`config.mk`:
```
export PLATFORM = sky130hd
export DESIGN_NAME = lru_key_value_cache_unit
export DESIGN_NICKNAME = d
export VERILOG_FILES = /design/src/hw/rtl/lkvc_pkg.sv /design/src/hw/rtl/lru_key_value_cache_unit.sv /design/src/hw/rtl/lkvc_cell.sv
export SDC_FILE = /design/constraint.sdc
export NUM_CORES = 1
export LEC_CHECK = 0
export ABC_AREA = 0
export BUFFER_PORTS_ARGS = -buffer_cell sky130_fd_sc_hd__buf_2
export CAP_MARGIN = 20
export CORE_MARGIN = 2
export CORE_UTILIZATION = 40
export CTS_BUF_LIST = sky130_fd_sc_hd__clkbuf_8
export DETAILED_ROUTE_END_ITERATION = 10
export PLACE_DENSITY = 0.63
export SLEW_MARGIN = 20
export SYNTH_ARGS = -nofsm -noshare
export SYNTH_HDL_FRONTEND = slang
export SYNTH_SLANG_ARGS = --single-unit
```
`constraint.sdc`:
```
create_clock -name clk -period 11.41 [get_ports clk]
set_input_delay 2.282 -clock clk [delete_from_list [all_inputs] [get_ports clk]]
set_output_delay 2.282 -clock clk [all_outputs]
set_load 0.03 [all_outputs]
```
`src/hw/rtl/lkvc_pkg.sv`:
```
// Package for the LRU key-value cache: shared widths, reset values and
// the control struct broadcast from the top level to the cell row.
// No dependencies.
`timescale 1ns / 1ps
`default_nettype none

package lkvc_pkg;

    localparam int DEF_CAPACITY = 16;
    localparam int DEF_KEY_BITS = 16;
    localparam int VAL_W        = 32;
    localparam int CAP_W        = 5;
    // cell positions and count, wide enough for the largest row (64)
    localparam int POS_W        = 7;

    localparam logic [CAP_W-1:0] CAP_RESET = 5'd16;

    localparam logic CMD_GET = 1'b0;
    localparam logic CMD_PUT = 1'b1;

    typedef struct packed {
        logic             miss_put;
        logic [POS_W-1:0] stop_pos;
    } lkvc_ctrl_t;

endpackage

`default_nettype wire

```
`src/hw/rtl/lru_key_value_cache_unit.sv`:
```
// Usage notes
// Fully associative key-value cache with least-recently-used replacement.
// Input channel s_*: tuser is cmd (0 get, 1 put); tdata holds key then value.
// Output channel m_*: tuser holds hit then evicted; tdata holds read_value
// then evicted_key. One result transfer per input transfer, in order.
// Entries sit in a row of cells ordered by recency, cell 0 most recent.
// A request compares all cells at once; on a hit or a put a shift wave runs
// from cell 0 to the stop cell (hit entry, oldest entry or first free cell)
// and the request entry lands in cell 0, all at the accepting edge.
// The result is registered at the accepting edge, valid in the next cycle.
// Throughput: one request per cycle while m_tready is high.
// A stalled result holds in the output register; s_tready stays high only
// while that register is empty or being drained.
// Reset empties the cache and sets capacity to 16. cfg_we writes capacity
// (0 acts as 1, above CAPACITY acts as CAPACITY); write only while idle.
// Depends on lkvc_pkg and lkvc_cell.
`timescale 1ns / 1ps
`default_nettype none

module lru_key_value_cache_unit
    import lkvc_pkg::*;
#(
    parameter int CAPACITY = DEF_CAPACITY,
    parameter int KEY_BITS = DEF_KEY_BITS,
    localparam int IN_W    = ((KEY_BITS + VAL_W + 7) / 8) * 8,
    localparam int OUT_W   = ((VAL_W + KEY_BITS + 7) / 8) * 8
)
(
    input  wire              clk,
    input  wire              rst_n,
    input  wire              cfg_we,
    input  wire  [CAP_W-1:0] cfg_wdata,
    input  wire              s_tvalid,
    output logic             s_tready,
    input  wire  [IN_W-1:0]  s_tdata,   // key, value
    input  wire              s_tuser,   // cmd
    output logic             m_tvalid,
    input  wire              m_tready,
    output logic [OUT_W-1:0] m_tdata,   // read_value, evicted_key
    output logic [1:0]       m_tuser    // hit, evicted
);

    localparam int CW = $clog2(CAPACITY + 1);
    localparam int W  = (CW > CAP_W) ? CW : CAP_W;

    logic [CAP_W-1:0]    cap_reg;
    logic [CW-1:0]       count_reg;
    logic [CW-1:0]       count_next;
    logic                out_valid_reg;
    logic                hit_reg;
    logic [VAL_W-1:0]    rd_reg;
    logic                ev_reg;
    logic [KEY_BITS-1:0] evk_reg;

    logic                accept;
    logic                cmd;
    logic [KEY_BITS-1:0] req_key;
    logic [VAL_W-1:0]    req_value;
    logic [CAP_W-1:0]    cap_eff;
    logic                evict;
    logic                hit;
    logic                miss_put;
    logic [VAL_W-1:0]    hit_value;
    logic [KEY_BITS-1:0] drop_key;
    lkvc_ctrl_t          ctrl;

    logic                carry [CAPACITY+1];
    logic                cvalid[CAPACITY];
    logic [KEY_BITS-1:0] ckey  [CAPACITY];
    logic [VAL_W-1:0]    cvalue[CAPACITY];
    logic [CAPACITY-1:0] match_vec;
    logic [CAPACITY-1:0] drop_vec;
    logic [VAL_W-1:0]    ins_value0;

    assign s_tready  = !out_valid_reg || m_tready;
    assign accept    = s_tvalid && s_tready;
    assign cmd       = s_tuser;
    assign req_key   = s_tdata[KEY_BITS-1:0];
    assign req_value = s_tdata[KEY_BITS +: VAL_W];

    assign cap_eff  = (cap_reg == '0) ? CAP_W'(1) : cap_reg;
    assign evict    = (count_reg == CW'(CAPACITY)) || (W'(count_reg) >= W'(cap_eff));
    assign hit      = |match_vec;
    assign miss_put = accept && !hit && (cmd == CMD_PUT);

    assign ctrl.miss_put = miss_put;
    assign ctrl.stop_pos = evict ? POS_W'(count_reg - CW'(1)) : POS_W'(count_reg);

    // shift wave starts at cell 0 for any hit or any put
    assign carry[0] = accept && (hit || (cmd == CMD_PUT));

    always_comb
    begin
        hit_value = '0;
        drop_key  = '0;
        for (int i = 0; i < CAPACITY; i++)
        begin
            if (match_vec[i])
            begin
                hit_value = hit_value | cvalue[i];
            end
            if (drop_vec[i])
            begin
                drop_key = drop_key | ckey[i];
            end
        end
    end

    assign ins_value0 = (cmd == CMD_PUT) ? req_value : hit_value;

    for (genvar g = 0; g < CAPACITY; g++)
    begin : g_cell
        lkvc_cell #(
            .KEY_BITS (KEY_BITS),
            .IDX      (g)
        ) u_cell (
            .clk        (clk),
            .rst_n      (rst_n),
            .ctrl       (ctrl),
            .search_key (req_key),
            .carry_in   (carry[g]),
            .ins_valid  ((g == 0) ? 1'b1 : cvalid[(g == 0) ? 0 : g - 1]),
            .ins_key    ((g == 0) ? req_key : ckey[(g == 0) ? 0 : g - 1]),
            .ins_value  ((g == 0) ? ins_value0 : cvalue[(g == 0) ? 0 : g - 1]),
            .carry_out  (carry[g+1]),
            .valid      (cvalid[g]),
            .key        (ckey[g]),
            .value      (cvalue[g]),
            .match      (match_vec[g]),
            .drop       (drop_vec[g])
        );
    end

    always_comb
    begin
        count_next = count_reg;
        if (miss_put && !evict)
        begin
            count_next = count_reg + CW'(1);
        end
    end

    always_ff @(posedge clk or negedge rst_n)
    begin
        if (!rst_n)
        begin
            cap_reg       <= CAP_RESET;
            count_reg     <= '0;
            out_valid_reg <= 1'b0;
        end
        else
        begin
            if (cfg_we)
            begin
                cap_reg <= cfg_wdata;
            end
            count_reg <= count_next;
            if (accept)
            begin
                out_valid_reg <= 1'b1;
            end
            else if (m_tready)
            begin
                out_valid_reg <= 1'b0;
            end
        end
    end

    always_ff @(posedge clk)
    begin
        if (accept)
        begin
            hit_reg <= hit;
            rd_reg  <= (hit && (cmd == CMD_GET)) ? hit_value : '0;
            ev_reg  <= miss_put && evict;
            evk_reg <= (miss_put && evict) ? drop_key : '0;
        end
    end

    assign m_tvalid = out_valid_reg;
    assign m_tuser  = {ev_reg, hit_reg};

    always_comb
    begin
        m_tdata = '0;
        m_tdata[VAL_W-1:0] = rd_reg;
        m_tdata[VAL_W +: KEY_BITS] = evk_reg;
    end

`ifndef SYNTHESIS
    a_count_bound: assert property (@(posedge clk) disable iff (!rst_n)
        count_reg <= CW'(CAPACITY))
        else $error("entry count beyond row length");

    a_unique_key: assert property (@(posedge clk) disable iff (!rst_n)
        $onehot0(match_vec))
        else $error("key held in more than one cell");

    a_evict_keeps_count: assert property (@(posedge clk) disable iff (!rst_n)
        (miss_put && evict) |=> $stable(count_reg))
        else $error("count moved on an eviction");

    a_evict_not_hit: assert property (@(posedge clk) disable iff (!rst_n)
        (m_tvalid && m_tuser[1]) |-> !m_tuser[0])
        else $error("eviction reported on a hit");
`endif

endmodule

`default_nettype wire

```
`src/hw/rtl/lkvc_cell.sv`:
```
// One cache cell: holds one entry, compares it against the search key and
// takes its neighbour's entry when the shift wave reaches it.
// Depends on lkvc_pkg.
`timescale 1ns / 1ps
`default_nettype none

module lkvc_cell
    import lkvc_pkg::*;
#(
    parameter int KEY_BITS = DEF_KEY_BITS,
    parameter int IDX      = 0
)
(
    input  wire                 clk,
    input  wire                 rst_n,
    input  lkvc_ctrl_t          ctrl,
    input  wire  [KEY_BITS-1:0] search_key,
    input  wire                 carry_in,
    input  wire                 ins_valid,
    input  wire  [KEY_BITS-1:0] ins_key,
    input  wire  [VAL_W-1:0]    ins_value,
    output logic                carry_out,
    output logic                valid,
    output logic [KEY_BITS-1:0] key,
    output logic [VAL_W-1:0]    value,
    output logic                match,
    output logic                drop
);

    logic                valid_reg;
    logic [KEY_BITS-1:0] key_reg;
    logic [VAL_W-1:0]    value_reg;
    logic                at_stop;
    logic                stop;

    assign at_stop   = ctrl.miss_put && (ctrl.stop_pos == POS_W'(IDX));
    assign match     = valid_reg && (key_reg == search_key);
    assign stop      = match || at_stop;
    assign carry_out = carry_in && !stop;
    // evicting: the oldest live entry is the stop cell
    assign drop      = at_stop && valid_reg;

    assign valid = valid_reg;
    assign key   = key_reg;
    assign value = value_reg;

    always_ff @(posedge clk or negedge rst_n)
    begin
        if (!rst_n)
        begin
            valid_reg <= 1'b0;
        end
        else if (carry_in)
        begin
            valid_reg <= ins_valid;
        end
    end

    always_ff @(posedge clk)
    begin
        if (carry_in)
        begin
            key_reg   <= ins_key;
            value_reg <= ins_value;
        end
    end

endmodule

`default_nettype wire

```
==> metrics.md <==
| Metric | Value |
|---|---|
| CTS tree | done |
| Clock tree buffer depth | 3 |
| Slew at the pin with the worst max-slew slack | 1.184 ns |
| Synthesized area per cell | 14.99 µm² |
| Row cnt | 110 |
| Final nets | 2632 |
| Yosys reg bits | 845 |
| DR vias/cell | 6.403 |
| Syn Nets | 2469 |
| DRT antenna net count | 0 |
| Worst VDD drop | 0.0001355 V |
| Htree depth | 4 |
| Most frequent cells in the layout | edfxtp_1, xnor2_1, a22oi_1 |
| Initial antenna violation count | 6 |
| CP Buf/Inv Count | 2 |
| RSZ-0062 raised after global routing | no |
| Vias in the first global route | 24524 |
| Clk sinks | 845 |
| CTS clk-pin slew, worst paths | 0.06 ns |
| Crit path DAT | 8.56 ns |
| Pins Over Slew Limit | 0 |
| Buffers on Ports | 110 |
| Fin crit period | 7.847 ns |
| Worst-skew pair later-pin latency | 0.84 ns |
| Worst Skew | 0.04399 ns |
| Max-Cap Viols | 0 |
| Initial Util | 40.20% |
| Power Density | 198.0 mW/mm² |
| Total gr overflow | 0 |
| Die footprint | 0.09246 mm² |
| R2R Setup Slk | 4.90 ns |
| Root Buffer | clkbuf_8 |
| FF-to-FF End | g_cell[9].u_cell.valid |
| Worst Reg2Reg Path Length in Cells | 13 |
| Synth Instances | 2403 |
| Reg2reg start | count_reg[0] |
| Ys flop type | edfxtp_1 |
| Setup Fix Bufs, Post-CTS | 0 |
| Number of fill cells | 7775 |
| Count of cell types in the netlist | 86 |
| CP endpoint | g_cell[9].u_cell.valid |
| Final HPWL DP | 78190 µm |
| CP endpoint kind | flop |
| Status | completed |
| Mapped cell area | 0.03602 mm² |
| Fin worst setup slack | 3.563 ns |
| Share of cells above drive strength 1 | 15.70% |
| Top Family by Delay on Critical Path | simple AND/OR/NAND/NOR gates |
| Critical path required time | 12.12 ns |
| Post-synth EDFFs | 818 |
| I/O pin cnt | 111 |
| DRT Pass-1 Iters | 6 |
| Dpl ws | 2.946 ns |
| Fmax | 127.4 MHz |
| Class of the most critical setup path | in -> reg |
| Post-layout util | 45.27% |
| Met1 WL | 49560 µm |
| Sequential area share after synthesis | 70.08% |
| Crit path largest cell delay | 0.97 ns |
| # DRC | 0 |
| Crit path launch | s_tdata[2] |
| Synth warn | 0 |
| Largest net degree at the start of global routing | 54 |
| Total GRT Usage | 27.14% |
| Final period util | 68.78% |
| Area of the core | 0.08960 mm² |
| Top sig layer | met5 |
| Critical-path top delay cell | o211a_4 |
| CTS buffer count | 142 |
| Die width | 304.1 µm |
| CP cell instances | buf_2 -> xor2_1 -> or4_1 -> nor4_1 -> a2bb2oi_1 -> nand4_2 -> nand3b_1 -> o211a_4 -> nand3_2 -> a211oi_4 -> buf_4 -> mux2_1 |
| Post-CTS Hold Fix Bufs | 0 |
| DRT Wirelength | 127200 µm |
| Commonest non-fill, non-tap cell in the layout | edfxtp_1 |
| Fin. Hold Viols | 0 |
| Reg area | 0.02524 mm² |
| Post-CTS sizing | 0 |
| Worst hold path class | reg -> reg |
| Routability Congestion | 1.014 |
| Met2 wire len | 55330 µm |
| Multi-input logic area | 0.01001 mm² |
| Iter 0 DRT Violations | 3809 |
| Setup TNS | 0 ns |
| Async SR Flop Fraction | 3.195% |
| Largest register FFs | 512 |
| Leak Pwr | 0.01338 µW |
| Worst rel slew slack | 20.31% |
| Critical Path Stages | 12 |
| Detailed-route via count | 24670 |
| Setup-failing EPs final | 0 |
| DR WL met3 | 16480 µm |
| First-pass GRT wire length | 180000 µm |
| Die height | 304.1 µm |
| Startpoint Class | primary input |
| WL/cell | 33.01 µm |
| Area growth syn-to-layout | 12.61% |
| Worst-path fanout max | 53 |
## cells in the mapped netlist (7+ instances only)
| library cell | n | share of area [%] |
|---|---|---|
| and4_1 | 12 | 0.29 |
| nand2b_1 | 9 | 0.16 |
| nor4_1 | 33 | 0.57 |
| and3_1 | 30 | 0.52 |
| buf_6 | 7 | 0.22 |
| a22oi_1 | 169 | 3.5 |
| xnor2_1 | 201 | 4.9 |
| buf_1 | 9 | 0.094 |
| nand3_1 | 102 | 1.4 |
| ha_1 | 7 | 0.24 |
| or4_1 | 10 | 0.21 |
| dfrtp_1 | 26 | 1.8 |
| o21ai_0 | 12 | 0.17 |
| xor2_1 | 61 | 1.5 |
| nor3b_1 | 11 | 0.23 |
| nor3_1 | 43 | 0.60 |
| a211oi_1 | 8 | 0.17 |
| a221oi_1 | 73 | 1.8 |
| clkbuf_1 | 78 | 0.81 |
| nand4_1 | 84 | 1.5 |
| nand2_1 | 80 | 0.83 |
| a21oi_1 | 15 | 0.21 |
| edfxtp_1 | 818 | 68 |
| a32o_1 | 11 | 0.31 |
| inv_1 | 57 | 0.59 |
| mux2i_1 | 32 | 0.89 |
| or2_2 | 14 | 0.24 |
| buf_2 | 14 | 0.19 |
| buf_4 | 31 | 0.65 |
| a22o_1 | 87 | 2.1 |
| nor2_1 | 96 | 1.0 |
| a31oi_1 | 14 | 0.24 |
| and2_1 | 26 | 0.45 |
| mux2_2 | 12 | 0.38 |
## stage by stage
| step | hold slack (ns) | area (µm²) | power, µW | std cells |
|---|---|---|---|---|
| finish | 0.4433 | 40560 | 8031 | 3853 |
| global route | 0.4502 | 40560 | 8271 | 3853 |
| CTS | 0.4334 | 40550 | 8020 | 3852 |
| detailed placement | 0.4333 | 37860 | 5410 | 3598 |
| global placement | 0.4286 | 37850 | 5399 | 3598 |
| floorplan | 0.4264 | 36020 | 4828 | 2403 |
## worst min path at each step
stage	startpoint	end	slack, ns	depth (start not counted)
3_3_place_gp	g_cell[6].u_cell.value[10]	g_cell[7].u_cell.value[10]	0.43	0
5_1_grt	g_cell[9].u_cell.value[2]	g_cell[10].u_cell.value[2]	0.45	0
6_report	g_cell[10].u_cell.value[9]	g_cell[11].u_cell.value[9]	0.44	0
2_1_floorplan	g_cell[12].u_cell.value[11]	g_cell[13].u_cell.value[11]	0.43	0
4_1_cts	g_cell[6].u_cell.value[17]	g_cell[7].u_cell.value[17]	0.43	0
3_5_place_dp	g_cell[0].u_cell.value[0]	g_cell[1].u_cell.value[0]	0.43	0
## routing by layer
metal | vias up | global-route usage (%)
li1 | 9891 | -
met1 | 12414 | 37.36
met2 | 1995 | 40.01
met3 | 368 | 7.654
met4 | 2 | 12.21
met5 | - | 0
## kinds of logic after synthesis
kind of cell             after synthesis  synth area share [%]
flip-flops                           845                 70.08
XOR/XNOR                             262                 6.371
adder cells (fa/ha/maj)                7                0.2432
AO/OA/AOI/OAI                        452                 10.15
buffers and inverters                196                 2.560
AND/OR/NAND/NOR                      594                 9.241
multiplexers                          47                 1.358
## final cells by class
type                       count  area share, %
sequential                   845          62.23
tap                         1176          3.628
antenna                        1       0.006170
timing repair buffer         158          2.283
multi-input combinational   1362          24.69
clock inverter               109          1.718
clock buffer                 145          4.920
inverter                      57         0.5275
## report_power, final
group          total, µW  internal (µW)  leakage (µW)  switching (µW)
sequential          4240           3890       0.00790             344
combinational       1170            318       0.00395             856
clock               2620           1320       0.00154            1300
Note: power is estimated with default switching activity, not from simulation.
